### src/rtl/core/unsr_pkg.sv
// Package for the unsigned-to-radix-string block: widths, codes, shared types
// and the alphabet lookup function.
// No dependencies.
package unsr_pkg;

    localparam int VALUE_W     = 64;
    localparam int CHAR_W      = 8;
    localparam int BASE_LEN_W  = 5;
    localparam int MAX_BASE    = 16;
    localparam int DIGIT_W     = 4;
    localparam int STORE_DEPTH = 64;
    localparam int STORE_AW    = 6;
    localparam int CNT_W       = 7;
    localparam int CFG_IDX_W   = 2;
    localparam int CFG_DATA_W  = 64;
    localparam int REM_W       = DIGIT_W + 1;

    // Configuration register indexes
    typedef enum logic [CFG_IDX_W-1:0] {
        CFG_BASE_LENGTH = 2'd0,
        CFG_ALPHA_LOW   = 2'd1,
        CFG_ALPHA_HIGH  = 2'd2
    } cfg_reg_t;

    // Sequencer states
    typedef enum logic [2:0] {
        S_IDLE,
        S_CHK,
        S_DIV,
        S_RD,
        S_LD,
        S_OUT
    } seq_state_t;

    // Divider status toward the sequencer
    typedef struct packed {
        logic busy;
        logic done;
    } div_stat_t;

    // Character of one digit index; 0..7 from the low word, 8..15 from the high word
    function automatic logic [CHAR_W-1:0] alpha_char(
        input logic [CFG_DATA_W-1:0] lo,
        input logic [CFG_DATA_W-1:0] hi,
        input logic [DIGIT_W-1:0]    idx
    );
        logic [CFG_DATA_W-1:0] word;
        word = idx[3] ? hi : lo;
        return word[{idx[2:0], 3'b000} +: CHAR_W];
    endfunction

endpackage

### src/rtl/core/unsr_if.sv
// Channel interfaces of the unsigned-to-radix-string block: input request and
// digit result, each with valid/ready handshake. Depends on unsr_pkg.
interface unsr_in_if;
    import unsr_pkg::*;

    logic               valid;
    logic               ready;
    logic [VALUE_W-1:0] value;

    modport source (output valid, output value, input ready);
    modport sink   (input valid, input value, output ready);
endinterface

interface unsr_out_if;
    import unsr_pkg::*;

    logic              valid;
    logic              ready;
    logic [CHAR_W-1:0] digit_char;
    logic              last_digit;
    logic              bad_base;

    modport source (output valid, output digit_char, output last_digit, output bad_base,
                    input ready);
    modport sink   (input valid, input digit_char, input last_digit, input bad_base,
                    output ready);
endinterface

### src/rtl/core/unsr_ram.sv
// Generic single-write, single-read RAM with registered read data.
// No dependencies.
module unsr_ram #(
    parameter int WIDTH = 4,
    parameter int DEPTH = 64
) (
    input  logic                     clk,
    input  logic                     we,
    input  logic [$clog2(DEPTH)-1:0] waddr,
    input  logic [WIDTH-1:0]         wdata,
    input  logic                     re,
    input  logic [$clog2(DEPTH)-1:0] raddr,
    output logic [WIDTH-1:0]         rdata
);

    logic [WIDTH-1:0] mem [DEPTH];
    logic [WIDTH-1:0] rdata_reg;

    // Write port
    always_ff @(posedge clk)
    begin
        if (we)
        begin
            mem[waddr] <= wdata;
        end
    end

    // Registered read port
    always_ff @(posedge clk)
    begin
        if (re)
        begin
            rdata_reg <= mem[raddr];
        end
    end

    assign rdata = rdata_reg;

endmodule

### src/rtl/core/unsr_abc.sv
// Alphabet checker: flags a base length outside 2..MAX_BASE or a repeated
// character among the used digits. Registered flag. Depends on unsr_pkg.
module unsr_abc (
    input  logic                              clk,
    input  logic                              rst_n,
    input  logic [unsr_pkg::BASE_LEN_W-1:0]   base_length,
    input  logic [unsr_pkg::CFG_DATA_W-1:0]   alphabet_low,
    input  logic [unsr_pkg::CFG_DATA_W-1:0]   alphabet_high,
    output logic                              bad
);
    import unsr_pkg::*;

    logic dup;
    logic bad_next;
    logic bad_reg;

    // Pairwise compare of all used characters
    always_comb
    begin
        dup = 1'b0;
        for (int a = 0; a < MAX_BASE; a++)
        begin
            for (int b = a + 1; b < MAX_BASE; b++)
            begin
                if ((BASE_LEN_W'(b) < base_length) &&
                    (alpha_char(alphabet_low, alphabet_high, DIGIT_W'(a)) ==
                     alpha_char(alphabet_low, alphabet_high, DIGIT_W'(b))))
                begin
                    dup = 1'b1;
                end
            end
        end
        bad_next = dup || (base_length < BASE_LEN_W'(2)) ||
                   (base_length > BASE_LEN_W'(MAX_BASE));
    end

    // Reset config (length 10, all-zero alphabet) has duplicates
    always_ff @(posedge clk or negedge rst_n)
    begin
        if (!rst_n)
        begin
            bad_reg <= 1'b1;
        end
        else
        begin
            bad_reg <= bad_next;
        end
    end

    assign bad = bad_reg;

endmodule

### src/rtl/core/unsr_div.sv
// Bit-serial restoring divider: 64-bit dividend by a radix of up to 16,
// one quotient bit per cycle. Depends on unsr_pkg.
module unsr_div (
    input  logic                             clk,
    input  logic                             rst_n,
    input  logic                             start,
    input  logic [unsr_pkg::VALUE_W-1:0]     dividend,
    input  logic [unsr_pkg::BASE_LEN_W-1:0]  divisor,
    output unsr_pkg::div_stat_t              stat,
    output logic [unsr_pkg::VALUE_W-1:0]     quotient,
    output logic [unsr_pkg::DIGIT_W-1:0]     remainder
);
    import unsr_pkg::*;

    localparam int BIT_CNT_W = $clog2(VALUE_W);

    logic [VALUE_W-1:0]   q_reg,    q_next;
    logic [DIGIT_W-1:0]   rem_reg,  rem_next;
    logic [BIT_CNT_W-1:0] cnt_reg,  cnt_next;
    logic                 busy_reg, busy_next;
    logic                 done_reg, done_next;
    logic [REM_W-1:0]     rem_sh;
    logic [REM_W-1:0]     rem_sub;
    logic                 q_bit;

    // One shift-compare-subtract step
    always_comb
    begin
        rem_sh  = {rem_reg, q_reg[VALUE_W-1]};
        q_bit   = (rem_sh >= divisor);
        rem_sub = rem_sh - divisor;

        q_next    = q_reg;
        rem_next  = rem_reg;
        cnt_next  = cnt_reg;
        busy_next = busy_reg;
        done_next = 1'b0;
        if (start)
        begin
            q_next    = dividend;
            rem_next  = '0;
            cnt_next  = '0;
            busy_next = 1'b1;
        end
        else if (busy_reg)
        begin
            q_next   = {q_reg[VALUE_W-2:0], q_bit};
            rem_next = q_bit ? rem_sub[DIGIT_W-1:0] : rem_sh[DIGIT_W-1:0];
            cnt_next = cnt_reg + BIT_CNT_W'(1);
            if (cnt_reg == BIT_CNT_W'(VALUE_W - 1))
            begin
                busy_next = 1'b0;
                done_next = 1'b1;
            end
        end
    end

    // Control registers
    always_ff @(posedge clk or negedge rst_n)
    begin
        if (!rst_n)
        begin
            busy_reg <= 1'b0;
            done_reg <= 1'b0;
            cnt_reg  <= '0;
        end
        else
        begin
            busy_reg <= busy_next;
            done_reg <= done_next;
            cnt_reg  <= cnt_next;
        end
    end

    // Quotient and remainder (remaining quotient clears at reset)
    always_ff @(posedge clk or negedge rst_n)
    begin
        if (!rst_n)
        begin
            q_reg   <= '0;
            rem_reg <= '0;
        end
        else
        begin
            q_reg   <= q_next;
            rem_reg <= rem_next;
        end
    end

    assign stat.busy = busy_reg;
    assign stat.done = done_reg;
    assign quotient  = q_reg;
    assign remainder = rem_reg;

`ifndef SYNTHESIS
    a_start_busy: assert property (@(posedge clk) disable iff (!rst_n)
        start |=> busy_reg)
        else $error("divider not busy after start");
    a_done_idle: assert property (@(posedge clk) disable iff (!rst_n)
        done_reg |-> !busy_reg)
        else $error("divider done while busy");
    a_rem_range: assert property (@(posedge clk) disable iff (!rst_n)
        (busy_reg && !start && divisor > BASE_LEN_W'(1)) |=> (rem_reg < divisor))
        else $error("partial remainder not below divisor");
`endif

endmodule

### src/rtl/core/unsigned_to_radix_string.sv
// Top level of the unsigned-to-radix-string block: configuration registers,
// sequencer, digit store. Depends on unsr_pkg, unsr_if, unsr_ram, unsr_abc, unsr_div.
//
// Converts one 64-bit unsigned request into its digits in the radix set by the
// configured alphabet (register 0 is the length, registers 1 and 2 hold up to
// 16 one-byte characters), emitting digit characters most significant first
// with last_digit on the final one; zero gives one digit. A length outside
// 2..16 or a repeated character yields a single result with bad_base set and
// digit_char zero. One request is handled at a time and in_chan.ready is low
// until its last result is taken. Each of up to 64 digits is computed in the
// shared bit-serial divider, which produces one quotient bit per cycle, and is
// then read back from the digit store and presented.
module unsigned_to_radix_string (
    input  logic                             clk,
    input  logic                             rst_n,
    input  logic                             cfg_write,
    input  logic [unsr_pkg::CFG_IDX_W-1:0]   cfg_index,
    input  logic [unsr_pkg::CFG_DATA_W-1:0]  cfg_data,
    unsr_in_if.sink                          in_chan,
    unsr_out_if.source                       out_chan
);
    import unsr_pkg::*;

    seq_state_t               state_reg, state_next;
    logic [BASE_LEN_W-1:0]    base_len_reg;
    logic [CFG_DATA_W-1:0]    alo_reg;
    logic [CFG_DATA_W-1:0]    ahi_reg;
    logic [VALUE_W-1:0]       value_reg;
    logic [CNT_W-1:0]         n_reg, n_next;
    logic [CHAR_W-1:0]        char_reg;
    logic                     last_reg;
    logic                     bad_reg;

    logic                     bad_flag;
    logic                     div_start;
    logic [VALUE_W-1:0]       dividend;
    div_stat_t                div_stat;
    logic [VALUE_W-1:0]       div_quot;
    logic [DIGIT_W-1:0]       div_rem;
    logic                     ram_we;
    logic                     ram_re;
    logic [STORE_AW-1:0]      ram_raddr;
    logic [DIGIT_W-1:0]       ram_rdata;
    logic [CNT_W-1:0]         n_dec;
    logic                     load_err;
    logic                     load_dig;

    // Configuration registers
    always_ff @(posedge clk or negedge rst_n)
    begin
        if (!rst_n)
        begin
            base_len_reg <= BASE_LEN_W'(10);
            alo_reg      <= '0;
            ahi_reg      <= '0;
        end
        else if (cfg_write)
        begin
            case (cfg_index)
                CFG_BASE_LENGTH: base_len_reg <= cfg_data[BASE_LEN_W-1:0];
                CFG_ALPHA_LOW:   alo_reg      <= cfg_data;
                CFG_ALPHA_HIGH:  ahi_reg      <= cfg_data;
                default:         ;
            endcase
        end
    end

    unsr_abc u_abc (
        .clk           (clk),
        .rst_n         (rst_n),
        .base_length   (base_len_reg),
        .alphabet_low  (alo_reg),
        .alphabet_high (ahi_reg),
        .bad           (bad_flag)
    );

    assign dividend = (state_reg == S_CHK) ? value_reg : div_quot;

    unsr_div u_div (
        .clk       (clk),
        .rst_n     (rst_n),
        .start     (div_start),
        .dividend  (dividend),
        .divisor   (base_len_reg),
        .stat      (div_stat),
        .quotient  (div_quot),
        .remainder (div_rem)
    );

    // Digit store, least significant digit at address 0
    assign n_dec     = n_reg - CNT_W'(1);
    assign ram_raddr = n_dec[STORE_AW-1:0];

    unsr_ram #(
        .WIDTH (DIGIT_W),
        .DEPTH (STORE_DEPTH)
    ) u_store (
        .clk   (clk),
        .we    (ram_we),
        .waddr (n_reg[STORE_AW-1:0]),
        .wdata (div_rem),
        .re    (ram_re),
        .raddr (ram_raddr),
        .rdata (ram_rdata)
    );

    // Sequencer: next state and controls
    always_comb
    begin
        state_next = state_reg;
        n_next     = n_reg;
        div_start  = 1'b0;
        ram_we     = 1'b0;
        ram_re     = 1'b0;
        load_err   = 1'b0;
        load_dig   = 1'b0;
        case (state_reg)
            S_IDLE:
            begin
                if (in_chan.valid)
                begin
                    state_next = S_CHK;
                end
            end
            S_CHK:
            begin
                if (bad_flag)
                begin
                    load_err   = 1'b1;
                    state_next = S_OUT;
                end
                else
                begin
                    div_start  = 1'b1;
                    n_next     = '0;
                    state_next = S_DIV;
                end
            end
            S_DIV:
            begin
                if (div_stat.done)
                begin
                    ram_we = 1'b1;
                    n_next = n_reg + CNT_W'(1);
                    if ((div_quot != '0) && (n_reg < CNT_W'(STORE_DEPTH - 1)))
                    begin
                        div_start = 1'b1;
                    end
                    else
                    begin
                        state_next = S_RD;
                    end
                end
            end
            S_RD:
            begin
                ram_re     = 1'b1;
                state_next = S_LD;
            end
            S_LD:
            begin
                load_dig   = 1'b1;
                n_next     = n_dec;
                state_next = S_OUT;
            end
            S_OUT:
            begin
                if (out_chan.ready)
                begin
                    state_next = last_reg ? S_IDLE : S_RD;
                end
            end
            default:
            begin
                state_next = S_IDLE;
            end
        endcase
    end

    // Sequencer state and digit count
    always_ff @(posedge clk or negedge rst_n)
    begin
        if (!rst_n)
        begin
            state_reg <= S_IDLE;
            n_reg     <= '0;
        end
        else
        begin
            state_reg <= state_next;
            n_reg     <= n_next;
        end
    end

    // Request capture
    always_ff @(posedge clk)
    begin
        if (in_chan.valid && in_chan.ready)
        begin
            value_reg <= in_chan.value;
        end
    end

    // Output register
    always_ff @(posedge clk)
    begin
        if (load_err)
        begin
            char_reg <= '0;
            last_reg <= 1'b1;
            bad_reg  <= 1'b1;
        end
        else if (load_dig)
        begin
            char_reg <= alpha_char(alo_reg, ahi_reg, ram_rdata);
            last_reg <= (n_reg == CNT_W'(1));
            bad_reg  <= 1'b0;
        end
    end

    assign in_chan.ready       = (state_reg == S_IDLE);
    assign out_chan.valid      = (state_reg == S_OUT);
    assign out_chan.digit_char = char_reg;
    assign out_chan.last_digit = last_reg;
    assign out_chan.bad_base   = bad_reg;

`ifndef SYNTHESIS
    a_err_shape: assert property (@(posedge clk) disable iff (!rst_n)
        (out_chan.valid && bad_reg) |-> (last_reg && char_reg == '0))
        else $error("error result not a single zero character");
    a_more_digits: assert property (@(posedge clk) disable iff (!rst_n)
        (out_chan.valid && !last_reg) |-> (n_reg != '0))
        else $error("digits pending but count is zero");
    a_div_range: assert property (@(posedge clk) disable iff (!rst_n)
        (state_reg == S_DIV) |-> (n_reg < CNT_W'(STORE_DEPTH)))
        else $error("digit count beyond store depth");
`endif

endmodule
### src/flat_wrapper.sv
// flat-port wrapper written by rule: the top's interface ports become plain ports
module unsigned_to_radix_string_flat import unsr_pkg::*;
  (clk, rst_n, cfg_write, cfg_index, cfg_data, in_chan_valid, in_chan_value, in_chan_ready, out_chan_valid, out_chan_digit_char, out_chan_last_digit, out_chan_bad_base, out_chan_ready);
  unsr_in_if in_chan_i ();
  unsr_out_if out_chan_i ();
  input  logic clk;
  input  logic rst_n;
  input  logic cfg_write;
  input  logic [unsr_pkg::CFG_IDX_W-1:0] cfg_index;
  input  logic [unsr_pkg::CFG_DATA_W-1:0] cfg_data;
  input wire logic [$bits(in_chan_i.valid)-1:0] in_chan_valid;
  input wire logic [$bits(in_chan_i.value)-1:0] in_chan_value;
  output wire logic [$bits(in_chan_i.ready)-1:0] in_chan_ready;
  output wire logic [$bits(out_chan_i.valid)-1:0] out_chan_valid;
  output wire logic [$bits(out_chan_i.digit_char)-1:0] out_chan_digit_char;
  output wire logic [$bits(out_chan_i.last_digit)-1:0] out_chan_last_digit;
  output wire logic [$bits(out_chan_i.bad_base)-1:0] out_chan_bad_base;
  input wire logic [$bits(out_chan_i.ready)-1:0] out_chan_ready;
  assign in_chan_i.valid = in_chan_valid;
  assign in_chan_i.value = in_chan_value;
  assign in_chan_ready = in_chan_i.ready;
  assign out_chan_valid = out_chan_i.valid;
  assign out_chan_digit_char = out_chan_i.digit_char;
  assign out_chan_last_digit = out_chan_i.last_digit;
  assign out_chan_bad_base = out_chan_i.bad_base;
  assign out_chan_i.ready = out_chan_ready;
  unsigned_to_radix_string u_core (.clk(clk), .rst_n(rst_n), .cfg_write(cfg_write), .cfg_index(cfg_index), .cfg_data(cfg_data), .in_chan(in_chan_i), .out_chan(out_chan_i));
endmodule
### config.mk
export PLATFORM = sky130hd
export DESIGN_NAME = unsigned_to_radix_string_flat
export DESIGN_NICKNAME = d
export VERILOG_FILES = /design/src/rtl/core/unsr_pkg.sv /design/src/rtl/core/unsr_if.sv /design/src/rtl/core/unsr_ram.sv /design/src/rtl/core/unsr_abc.sv /design/src/rtl/core/unsr_div.sv /design/src/rtl/core/unsigned_to_radix_string.sv /design/src/flat_wrapper.sv
export SDC_FILE = /design/constraint.sdc
export NUM_CORES = 1
export LEC_CHECK = 0
export ABC_AREA = 0
export BUFFER_PORTS_ARGS = -buffer_cell sky130_fd_sc_hd__clkbuf_2
export CORE_UTILIZATION = 40
export CTS_CLUSTER_DIAMETER = 120
export DETAILED_ROUTE_END_ITERATION = 12
export SLEW_MARGIN = 20
export SYNTH_ARGS = -nofsm -noshare
export SYNTH_HDL_FRONTEND = slang
export SYNTH_SLANG_ARGS = --single-unit
export TNS_END_PERCENT = 20
### constraint.sdc
create_clock -name clk -period 4.7 [get_ports clk]
set_input_delay 0.705 -clock clk [delete_from_list [all_inputs] [get_ports clk]]
set_output_delay 0.705 -clock clk [all_outputs]
set_load 0.05 [all_outputs]
## Yosys cells after proc, flatten, opt, wreduce, memory -nomap -nowiden

Memory sizes are Yosys's and may differ from the RTL's. A register that Yosys moved wholly into a read port is not among the register bits.
Index checks and enable logic that the tools add are counted.

- Multiplexer cells: 157
- $lt $le $gt $ge: 19
- Add/subtract/negate cells: 4
- Shift operators: 1
- Equal/unequal tests: 135
- Reduce and logical (&&, ||, !) cells: 135

Operator list:

| cell | count |
|---|---|
| $eq 8x8->1 | 120 |
| $mux 64 | 4 |
| $mux 1 | 137 |
| $logic_and 1x1->1 | 122 |
| $reduce_bool 64->1 | 1 |
| $shiftx 64x7->8 | 1 |
| $lt 4x5->1 const A | 8 |
| $pmux 7 s3 | 1 |
| $lt 3x5->1 const A | 4 |
| $pmux 3 s6 | 1 |
| $mux 3 | 5 |
| $mux 7 | 2 |
| $mux 4 | 3 |
| $mux 6 | 2 |
| $lt 2x5->1 const A | 2 |
| $ne 2x2->1 const B | 5 |
| $reduce_and 2->1 | 4 |
| $add 7x1->7 const B | 1 |
| $eq 7x1->1 const B | 1 |
| $lt 7x6->1 const B | 1 |
| $sub 7x1->7 const B | 1 |
| $add 6x1->6 const B | 1 |
| $eq 3x2->1 const B | 2 |
| $eq 3x3->1 const B | 2 |
| other kinds (19) | 20 |

- Bits in registers: 294
- RAM bits: 256
- Word-level logic and storage cells: 467
- Input port bits: 135
- Memories: 1
- Output and inout bits: 12

Memory list:

| name | words | width | read ports | clocked after memory_dff | write ports | line | text |
|---|---|---|---|---|---|---|---|
| u_core.u_store.mem | 64 | 4 | 1 | 1 | 1 | unsr_ram.sv:16 | `logic [WIDTH-1:0] mem [DEPTH];` |

## Longest topological paths before layout

Gate-level depths: netlist of the first run.

- Depth after elaboration: 124
- Mapped depth: 11

## By module

From an unflattened synthesis of the first run, not the netlist that was laid out.

- Cell total of the unflattened synthesis: 3183
- Area, all modules: 36296.1 µm²

Modules (own cells, without submodules):

| module | cells each | area each (µm²) | sequential area each (µm²) | instances |
|---|---|---|---|---|
| unsr_abc | 1633 | 12250.5 | 26.3 | 1 |
| unsr_ram | 521 | 10436.3 | 7807.5 | 1 |
| unsigned_to_radix_string | 668 | 9917.0 | 5703.0 | 1 |
| unsr_div | 361 | 3692.3 | 1901.8 | 1 |

## Worst setup path before layout of the first run

OpenSTA, ideal clock, no wires.

- Path kind: flip-flop to flip-flop
- Start point: reg u_core.state_reg[0]
- End point: reg u_core.value_reg[0], enable pin
- Library setup time: 0.428 ns
- Arrival time: 3.509 ns
- Period minus slack after synthesis: 3.937 ns
- Cell stages (with the launch flop): 5
- Data required time: 4.272 ns
- Path slack: 0.763 ns
- Cells stage by stage: dfrtp_1 > clkbuf_1 > clkbuf_1 > nor3_1 > and2_1

- Word-level cells in the longest chain between the ends: 2

RTL lines:

| item | line | text |
|---|---|---|
| start: declaration | unsigned_to_radix_string.sv:24 | `seq_state_t state_reg, state_next;` |
| start signal: assignment | unsigned_to_radix_string.sv:190 | `state_reg <= state_next;` |
| $logic_not 3->1 | unsigned_to_radix_string.sv:221 | `assign in_chan.ready = (state_reg == S_IDLE);` |
| named net in_chan_ready | flat_wrapper.sv:13 | `output wire logic [$bits(in_chan_i.ready)-1:0] in_chan_ready;` |
| $logic_and 1x1->1 | unsigned_to_radix_string.sv:198 | `if (in_chan.valid && in_chan.ready)` |
| end signal: assignment | unsigned_to_radix_string.sv:200 | `value_reg <= in_chan.value;` |
| end: declaration | unsigned_to_radix_string.sv:28 | `logic [VALUE_W-1:0] value_reg;` |

The timed path passes the listed nets, and every way through them passes these cells.
A chain may end at the register's enable or synchronous reset.

## Final worst setup path of the first run

- Start point: reg u_core.n_reg[0]
- End point: reg u_core.u_div.q_reg[26], in the netlist u_core.u_div.quotient[26]

- Word-level cells in the longest chain between the ends: 7
- Elaborated cells between the ends (all ways): 9

RTL lines:

| item | line | text |
|---|---|---|
| start: declaration | unsigned_to_radix_string.sv:29 | `logic [CNT_W-1:0] n_reg, n_next;` |
| start signal: assignment | unsigned_to_radix_string.sv:191 | `n_reg <= n_next;` |
| $lt 7x6->1 (*) | unsigned_to_radix_string.sv:145 | `if ((div_quot != '0) && (n_reg < CNT_W'(STORE_DEPTH - 1)))` |
| $logic_and 1x1->1 (*) | unsigned_to_radix_string.sv:145 |  |
| $mux 1 (*) | unsigned_to_radix_string.sv:145 |  |
| $mux 1 (*) | unsigned_to_radix_string.sv:141 | `if (div_stat.done)` |
| $pmux 1 s2 (*) | unsigned_to_radix_string.sv:117 | `case (state_reg)` |
| $ne 2x2->1 (no line) / $reduce_bool 2->1 (equally long branches) | n/a |  |
| $reduce_and 2->1 (no line) | n/a |  |
| end signal: assignment | unsr_div.sv:85 | `q_reg <= q_next;` |
| end: declaration | unsr_div.sv:17 | `logic [VALUE_W-1:0] q_reg, q_next;` |

Every way passes the cells marked *; elsewhere a longest branch is shown, timed or not.

==> results of run 1 <==
[area by class of cell]
cell class / instances / area share
sequential: 554 / 0.4039
antenna: 1 / 0.00006538
clock buffer: 76 / 0.04073
multi-input combinational: 2032 / 0.4609
clock inverter: 34 / 0.01056
tap: 1144 / 0.03740
timing repair buffer: 275 / 0.04524
inverter: 12 / 0.001177
[where the power goes]
group	switching (mW)	internal (mW)	leakage, nW
registers	1.83	6.25	5.53
clock network	2.01	2.69	0.952
logic	4.94	4.45	6.45
total	8.78	13.4	12.9
[timing repair]
action	4_1_cts	5_1_grt
setup endpoints to repair	0	0
endpoints found under the hold margin	27	0
hold buffers	1	0
[layout by cell type, fill, tap and decap left out, drive strengths merged, types with 6 or more instances in the layout]
cell     count
bufinv       6
edfxtp     324
o31ai        6
buf        129
ha           9
xor2       318
nand3       20
dfrtp      217
o22ai       81
nor4       107
or2          7
mux2       129
a31oi       21
nand2       52
o21ai       20
xnor2      653
a2bb2oi     64
a21oi       31
mux4       124
nand4      172
nor3        25
dfxtp       10
nor2       119
inv         14
clkinv      24
a22oi       10
clkbuf     221
nor2b        8
[per-layer routing]
layer | share of wire | global-route usage
met2 | 0.45 | 0.4225
met5 | 0.00031 | 0
met3 | 0.095 | 0.05439
met1 | 0.40 | 0.3534
met4 | 0.055 | 0.1349
[kinds of logic (layout without fill, tap and decap cells)]
kind of cell             Yosys count  in the layout  synth area share
other                              0              1                 0
multiplexers                     257            257            0.1237
flip-flops                       554            554            0.4455
adder cells (fa/ha/maj)           10             10          0.003827
AO/OA/AOI/OAI                    260            260           0.05200
buffers and inverters            363            397           0.04661
AND/OR/NAND/NOR                  534            534           0.08294
XOR/XNOR                         971            971            0.2454
[critical path: cells and delay by family, from the launching register on]
| family | cells | cell delay [ns] |
|---|---|---|
| buffers and inverters | 1 | 0.39 |
| AOI/OAI and AO/OA | 4 | 1.33 |
| DFF | 1 | 0.65 |
| and+or+nand+nor | 3 | 1.01 |
[final timing paths]
check | endpoint | slack (ns) | depth (start not counted)
min | u_core.value_reg[58]$_DFFE_PP_ | 0.23 | 1
max reg2reg | u_core.u_div.quotient[26]$_DFFE_PN0P_ | 1.20 | 8
min reg2reg | u_core.out_chan.bad_base$_SDFFE_PP1P_ | 0.45 | 1
min in group asynchronous | u_core.ahi_reg[18]$_DFFE_PN0P_ | 0.52 | 2
max in group asynchronous | u_core.n_reg[0]$_DFFE_PN0P_ | 2.98 | 3
max | u_core.u_div.quotient[26]$_DFFE_PN0P_ | 1.20 | 8
[stage by stage]
step | hold WS [ns] | util | total power, mW | cells | area, µm²
floorplan | 0.4094 | - | 14.58 | 2949 | 34650
global placement | 0.4404 | 0.4240 | 17.02 | 4015 | 36270
detailed placement | 0.4437 | 0.4240 | 17.38 | 4015 | 36280
CTS | 0.2010 | 0.4471 | 22.11 | 4126 | 38250
global route | 0.2180 | 0.4474 | 23.14 | 4127 | 38270
finish | 0.2328 | 0.4474 | 22.17 | 4128 | 38280
==> impl_metrics.env, run 1 <==
export IMPL_tightestPinTransition_ns=1.225
export IMPL_yosysTopAreaCellShare=0.2808
export IMPL_grt_overflow=0
export IMPL_synth_top_area_cell="edfxtp_1"
export IMPL_top_register="u_core.u_store.mem"
export IMPL_clock_sinks=554
export IMPL_dieArea_um2=87810
export IMPL_pre_cts_slack_ns=1.226
export IMPL_tns_ns=0
export IMPL_num_io_pins=147
export IMPL_cts_buffer_depth=3
export IMPL_max_freq_ghz=0.2857
export IMPL_start_kind="flip-flop"
export IMPL_power_leakage_nw=12.92
export IMPL_drv_cap=0
export IMPL_rows=107
export IMPL_largest_reg_flops=256
export IMPL_synth_common_cells="xnor2_1, edfxtp_1, xor2_1"
export IMPL_die_h_um=296.3
export IMPL_rr_startpoint="u_core.n_reg[0]$_DFFE_PN0P_"
export IMPL_setup_viol=0
export IMPL_status="finished clean"
export IMPL_critPathSlowestCell="a21boi_4"
export IMPL_finalWorstSetupSlack_ns=1.200
export IMPL_cts_reportedPaths_clkPinSlew_ns=0.06
export IMPL_post_route_drc_count=0
export IMPL_core_um2=85550
export IMPL_final_seq_area_um2=15460
export IMPL_clk_latency_ns=0.65
export IMPL_track_usage=0.2690
export IMPL_start_util=0.4051
export IMPL_cp_slowest_stage_delay_ns=0.70
export IMPL_drt_pass1_iterations=6
export IMPL_crit_chain="and3_1, a31oi_1, nand4b_1, a2bb2oi_1, or2_2, a21boi_4, buf_4, a2bb2oi_1"
export IMPL_synth_edff_count=324
export IMPL_cpMostUsedCell="a2bb2oi_1"
export IMPL_min_path_type="in2reg"
export IMPL_grt_pass1_vias=25670
export IMPL_synth_area_leaders="edfxtp_1, xnor2_1, dfrtp_1"
export IMPL_yosysMostFrequentCell="xnor2_1"
export IMPL_wl_per_cell_um=28.62
export IMPL_fin_crit_sh=0.7446
export IMPL_fill_cells=7720
export IMPL_cts_root_buf="clkbuf_16"
export IMPL_crit_path_end_kind="flip-flop"
export IMPL_finalWirelength_um=118100
export IMPL_worst_path_max_fanout=31
export IMPL_port_buffers=146
export IMPL_synth_avg_cell_area_um2=11.75
export IMPL_rsz0062_at_grt="false"
export IMPL_cts_tree="done"
export IMPL_peakVddDrop_uv=459.5
export IMPL_async_flop_share=0.3971
export IMPL_postCtsSetupBuffers=0
export IMPL_syn_area_um2=34650
export IMPL_worst_clock_skew_ns=0.03603
export IMPL_synth_nets=3094
export IMPL_fp_dieW_um=296.3
export IMPL_crit_type="reg2reg"
export IMPL_startpoint="u_core.n_reg[0]$_DFFE_PN0P_"
export IMPL_synthCells=2949
export IMPL_ys_flop_type="edfxtp_1"
export IMPL_ys_seq_area_frac=0.4455
export IMPL_hp_start="in_chan_value[58]"
export IMPL_fin_nets=3078
export IMPL_drive_above_1_share=0.2179
export IMPL_ys_ff_latch=554
export IMPL_antenna_found_initial=5
export IMPL_worstPathArrival_ns=4.04
export IMPL_fin_crit_ns=3.500
export IMPL_drt_initial_drc_count=3026
export IMPL_dp_hpwl_um=78960
export IMPL_hold_violations=0
export IMPL_drtAntennaViolNets=0
export IMPL_required_ns=5.24
export IMPL_multiInputGateArea_um2=17640
export IMPL_vias=25380
export IMPL_ys_warn_count=0
export IMPL_cts_resized_gates=0
export IMPL_cts_made_buffers=58
export IMPL_vias_per_cell=6.148
export IMPL_area_growth_pct=10.46
export IMPL_grt_max_degree=151
export IMPL_gp_congestion=1.027
export IMPL_p_per_area_nw_per_um2=579.3
export IMPL_slew_headroom=0.1836
export IMPL_yosysUniqueCellTypes=64
export IMPL_drv_slew=0
export IMPL_cts_max_level=2
export IMPL_grt_pass1_wl_um=173900
No activity file was read; power rests on OpenSTA's default activity.
==> inputs of run 2 (changes only) <==
==> constraint.sdc (replaced) <==
create_clock -name clk -period 3.6 [get_ports clk]
set_input_delay 0.54 -clock clk [delete_from_list [all_inputs] [get_ports clk]]
set_output_delay 0.54 -clock clk [all_outputs]
set_load 0.05 [all_outputs]
==> impl_metrics.env, run 2 (synthesis gave the netlist of run 1 again) <==
export IMPL_status="finished clean"
export IMPL_mostFrequentLayoutCell="xnor2_1"
export IMPL_clock_sinks=554
export IMPL_vias=25660
export IMPL_drt_pass1_iterations=5
export IMPL_cts_made_buffers=58
export IMPL_layout_common_cells="xnor2_1, edfxtp_1, xor2_1"
export IMPL_worstPathArrival_ns=3.90
export IMPL_crit_path_end_kind="flip-flop"
export IMPL_final_cells=4244
export IMPL_max_freq_ghz=0.2999
export IMPL_rsz0062_at_grt="false"
export IMPL_track_usage=0.2808
export IMPL_grt_pass1_vias=25920
export IMPL_grt_pass1_wl_um=180500
export IMPL_cts_reportedPaths_clkPinSlew_ns=0.06
export IMPL_rr_worst_depth=9
export IMPL_fill_cells=7682
export IMPL_drive_above_1_share=0.2456
export IMPL_post_route_drc_count=0
export IMPL_cts_buffer_depth=3
export IMPL_worst_path_max_fanout=70
export IMPL_finalWirelength_um=122400
export IMPL_crit_chain="nor4_1, nand4_1, nor4_1, buf_4, a2bb2oi_1, or2_2, buf_4, o22ai_1, a2bb2oi_1"
export IMPL_tightestPinTransition_ns=1.194
export IMPL_rows=107
export IMPL_dp_cells=4131
export IMPL_clk_latency_ns=0.66
export IMPL_cts_root_buf="clkbuf_16"
export IMPL_required_ns=4.17
export IMPL_fp_dieW_um=296.3
export IMPL_grt_max_degree=87
export IMPL_start_util=0.4051
export IMPL_dieArea_um2=87810
export IMPL_core_um2=85550
export IMPL_num_io_pins=147
export IMPL_cts_resized_gates=0
export IMPL_cts_max_level=2
export IMPL_crit_type="reg2reg"
export IMPL_drtAntennaViolNets=0
export IMPL_drv_cap=0
export IMPL_tns_ns=0
export IMPL_hold_violations=0
export IMPL_dp_hpwl_um=86260
export IMPL_top_register="u_core.u_store.mem"
export IMPL_area_growth_pct=13.76
export IMPL_slew_headroom=0.2038
export IMPL_power_leakage_nw=13.62
export IMPL_p_per_area_nw_per_um2=763.2
export IMPL_die_h_um=296.3
export IMPL_hold_path_depth=1
export IMPL_drv_slew=0
export IMPL_port_buffers=146
export IMPL_wl_per_cell_um=28.84
export IMPL_critPathSlowestCell="buf_4"
export IMPL_peakVddDrop_uv=733.7
export IMPL_power_mw=30.09
export IMPL_min_path_type="in2reg"
export IMPL_grt_overflow=0
export IMPL_fin_nets=3194
export IMPL_antenna_found_initial=6
export IMPL_largest_reg_flops=256
export IMPL_fin_crit_ns=3.335
export IMPL_setup_viol=0
export IMPL_gp_congestion=1.039
export IMPL_vias_per_cell=6.046
export IMPL_worst_clock_skew_ns=0.04518
export IMPL_cp_slowest_stage_delay_ns=0.57
export IMPL_fin_crit_sh=0.9264
export IMPL_start_kind="flip-flop"
export IMPL_drt_initial_drc_count=2763
export IMPL_cts_tree="done"
[run 2: cell count changes in the layout (fill, tap and decap cells not counted), moves of 2 or more]
| cell | change |
|---|---|
| buf_12 | +11 |
| dfrtp_2 | -8 |
| bufinv_16 | +5 |
| dfrtp_1 | +8 |
| buf_4 | +105 |
| clkbuf_1 | -5 |
| clkinvlp_4 | +2 |
| clkinv_4 | -5 |
[run 2: path summary, 6_finish.rpt]
| path | from | endpoint | slack, ns |
|---|---|---|---|
| hold reg to reg | u_core.out_chan.digit_char[6]$_SDFFE_PP0P_ | u_core.out_chan.digit_char[6]$_SDFFE_PP0P_ | 0.46 |
| hold / removal | in_chan_value[41] | u_core.value_reg[41]$_DFFE_PP_ | 0.06 |
| setup reg to reg | u_core.u_div.quotient[3]$_DFFE_PN0P_ | u_core.u_div.quotient[16]$_DFFE_PN0P_ | 0.26 |
| setup / recovery | u_core.u_div.quotient[3]$_DFFE_PN0P_ | u_core.u_div.quotient[16]$_DFFE_PN0P_ | 0.26 |
| min in group asynchronous | rst_n | u_core.ahi_reg[50]$_DFFE_PN0P_ | 0.52 |
| max in group asynchronous | rst_n | u_core.u_div.quotient[57]$_DFFE_PN0P_ | 2.24 |
[run 2: cell type report]
class	instances	area, µm²	share of cell area
diodes	1	2.502	0.00006348
repair buffers	391	2753	0.06983
inverters	12	45.04	0.001143
well taps	1144	1431	0.03631
clock inverters	39	561.8	0.01425
clock buffers	71	1540	0.03907
multi-input cells	2032	17640	0.4474
flip-flops and latches	554	15450	0.3919
[run 2: repair_timing]
action / in CTS / in global routing
buffers inserted: 0 / 0
hold endpoints to repair: 82 / 0
hold buffers: 1 / 0
[run 2: metrics by stage]
stage | cell area [µm²] | utilization | hold slack (ns) | worst slack [ns]
floorplan | 34650 | - | 0.2444 | 0.05788
global placement | 37280 | 0.4357 | 0.4371 | 0.1847
detailed placement | 37280 | 0.4357 | 0.4538 | 0.1331
CTS | 39390 | 0.4604 | 0.01937 | 0.1258
global route | 39420 | 0.4608 | 0.03518 | 0.05986
finish | 39420 | 0.4608 | 0.05621 | 0.2650
[run 2: critical path: cells and delay by family (launching register included)]
family | cells | cell delay [ns]
flip-flops | 1 | 0.41
AND/OR/NAND/NOR | 4 | 1.28
AO/OA/AOI/OAI | 3 | 0.74
buffers and inverters | 2 | 0.75
[run 2: routing by layer]
layer / part of all wire / routed length, µm / GRT usage / vias to the layer above
li1: - / - / - / 10780
met1: 0.39 / 48180 / 0.3702 / 12970
met2: 0.46 / 55750 / 0.4420 / 1500
met3: 0.10 / 12260 / 0.06231 / 400
met4: 0.050 / 6154 / 0.1250 / 8
met5: 0.00044 / 54 / 0 / -
[run 2: where the power goes]
group	total, mW	leakage [nW]	internal, mW	switching (mW)
Sequential	10.2	5.53	8.17	2.06
Combinational	13.3	7.07	6.21	7.14
Clock	6.51	1.01	3.87	2.64
==> inputs of run 3 (changes only) <==
==> constraint.sdc (replaced) <==
create_clock -name clk -period 3.82 [get_ports clk]
set_input_delay 0.573 -clock clk [delete_from_list [all_inputs] [get_ports clk]]
set_output_delay 0.573 -clock clk [all_outputs]
set_load 0.05 [all_outputs]
==> impl_metrics.env, run 3 (synthesis gave the netlist of run 1 again) <==
export IMPL_tightestPinTransition_ns=1.200
export IMPL_post_route_drc_count=0
export IMPL_antenna_found_initial=4
export IMPL_start_kind="flip-flop"
export IMPL_cts_buffer_depth=3
export IMPL_clock_sinks=554
export IMPL_die_h_um=296.3
export IMPL_dieArea_um2=87810
export IMPL_dp_cells=4063
export IMPL_crit_family="simple AND/OR/NAND/NOR gates"
export IMPL_drive_above_1_share=0.2299
export IMPL_worstPathArrival_ns=4.15
export IMPL_cpMostUsedCell="nor4_1"
export IMPL_crit_type="reg2reg"
export IMPL_tns_ns=0
export IMPL_drv_slew=0
export IMPL_cts_root_buf="clkbuf_16"
export IMPL_drv_cap=0
export IMPL_vias=25200
export IMPL_num_io_pins=147
export IMPL_cts_made_buffers=57
export IMPL_power_mw=27.81
export IMPL_cts_reportedPaths_clkPinSlew_ns=0.06
export IMPL_grt_overflow=0
export IMPL_rows=107
export IMPL_gp_congestion=1.035
export IMPL_holdBufCountCts=1
export IMPL_setup_viol=0
export IMPL_mostFrequentLayoutCell="xnor2_1"
export IMPL_fill_cells=7747
export IMPL_grt_pass1_wl_um=175300
export IMPL_status="finished clean"
export IMPL_fin_crit_ns=3.602
export IMPL_grt_max_degree=90
export IMPL_final_cells=4173
export IMPL_min_path_type="in2reg"
export IMPL_port_buffers=146
export IMPL_path_buf_inv=1
export IMPL_fin_crit_sh=0.9428
export IMPL_cp_slowest_stage_delay_ns=0.75
export IMPL_layout_common_cells="xnor2_1, edfxtp_1, xor2_1"
export IMPL_critPathSlowestCell="a21boi_4"
export IMPL_drtAntennaViolNets=0
export IMPL_grt_pass1_vias=25570
export IMPL_crit_chain="nor4_1, nand4_1, nor4_1, nor2b_1, nand3_2, a21boi_4, buf_4, a2bb2oi_1"
export IMPL_dp_hpwl_um=82570
export IMPL_vias_per_cell=6.038
export IMPL_hold_violations=0
export IMPL_hold_ws_ns=0.1109
export IMPL_area_growth_pct=11.75
export IMPL_fp_dieW_um=296.3
export IMPL_fin_nets=3124
export IMPL_top_register="u_core.u_store.mem"
export IMPL_peakVddDrop_uv=512.1
export IMPL_drt_pass1_iterations=10
export IMPL_cts_tree="done"
export IMPL_finalWirelength_um=119100
export IMPL_track_usage=0.2716
export IMPL_placed_area_um2=36690
export IMPL_crit_path_end_kind="flip-flop"
export IMPL_worst_clock_skew_ns=0.02454
export IMPL_largest_reg_flops=256
export IMPL_drt_initial_drc_count=2888
export IMPL_core_um2=85550
export IMPL_worst_path_max_fanout=33
export IMPL_cts_max_level=2
export IMPL_slew_headroom=0.1997
export IMPL_final_cell_area_um2=38720
export IMPL_start_util=0.4051
export IMPL_rsz0062_at_grt="false"
export IMPL_p_per_area_nw_per_um2=718.0
export IMPL_cts_resized_gates=0
export IMPL_max_freq_ghz=0.2777
export IMPL_postCtsSetupBuffers=0
export IMPL_required_ns=4.37
export IMPL_wl_per_cell_um=28.55
export IMPL_power_leakage_nw=13.22
export IMPL_clk_latency_ns=0.65
[run 3: power by group]
part | switching (mW) | internal [mW]
clock | 2.45 | 3.46
sequential | 2.32 | 7.69
combinational | 6.23 | 5.66
[run 3: layer usage]
metal / wire, µm / up-vias / global-route usage
met2: 55000 / 1504 / 0.4332
li1: - / 10610 / -
met1: 46290 / 12670 / 0.3517
met3: 11710 / 407 / 0.05985
met5: 41 / - / 0
met4: 6099 / 6 / 0.1261
[run 3: path summary, 6_finish.rpt]
kind	startpoint	end	slack, ns	depth (start not counted)
max	u_core.u_div.quotient[46]$_DFFE_PN0P_	u_core.u_div.quotient[24]$_DFFE_PN0P_	0.22	8
min	in_chan_value[47]	u_core.value_reg[47]$_DFFE_PP_	0.11	1
max reg2reg	u_core.u_div.quotient[46]$_DFFE_PN0P_	u_core.u_div.quotient[24]$_DFFE_PN0P_	0.22	8
min reg2reg	u_core.out_chan.bad_base$_SDFFE_PP1P_	u_core.out_chan.bad_base$_SDFFE_PP1P_	0.46	1
max in group asynchronous	rst_n	u_core.u_div.quotient[5]$_DFFE_PN0P_	2.42	3
min in group asynchronous	rst_n	u_core.ahi_reg[20]$_DFFE_PN0P_	0.51	2
[run 3: layout make-up]
type	count	area, µm²	share of cell area
Antenna cell	1	2.502	0.00006462
Clock buffer	64	1463	0.03777
Clock inverter	44	548.0	0.01415
Inverter	12	45.04	0.001163
Multi-Input combinational cell	2032	17650	0.4557
Sequential cell	554	15450	0.3990
Tap cell	1144	1431	0.03696
Timing Repair Buffer	322	2135	0.05512
[run 3: stage by stage]
step	util	worst slack (ns)
floorplan	-	0.2779
global placement	0.4285	0.4580
detailed placement	0.4289	0.3253
CTS	0.4525	0.2104
global route	0.4526	0.03971
finish	0.4526	0.2184
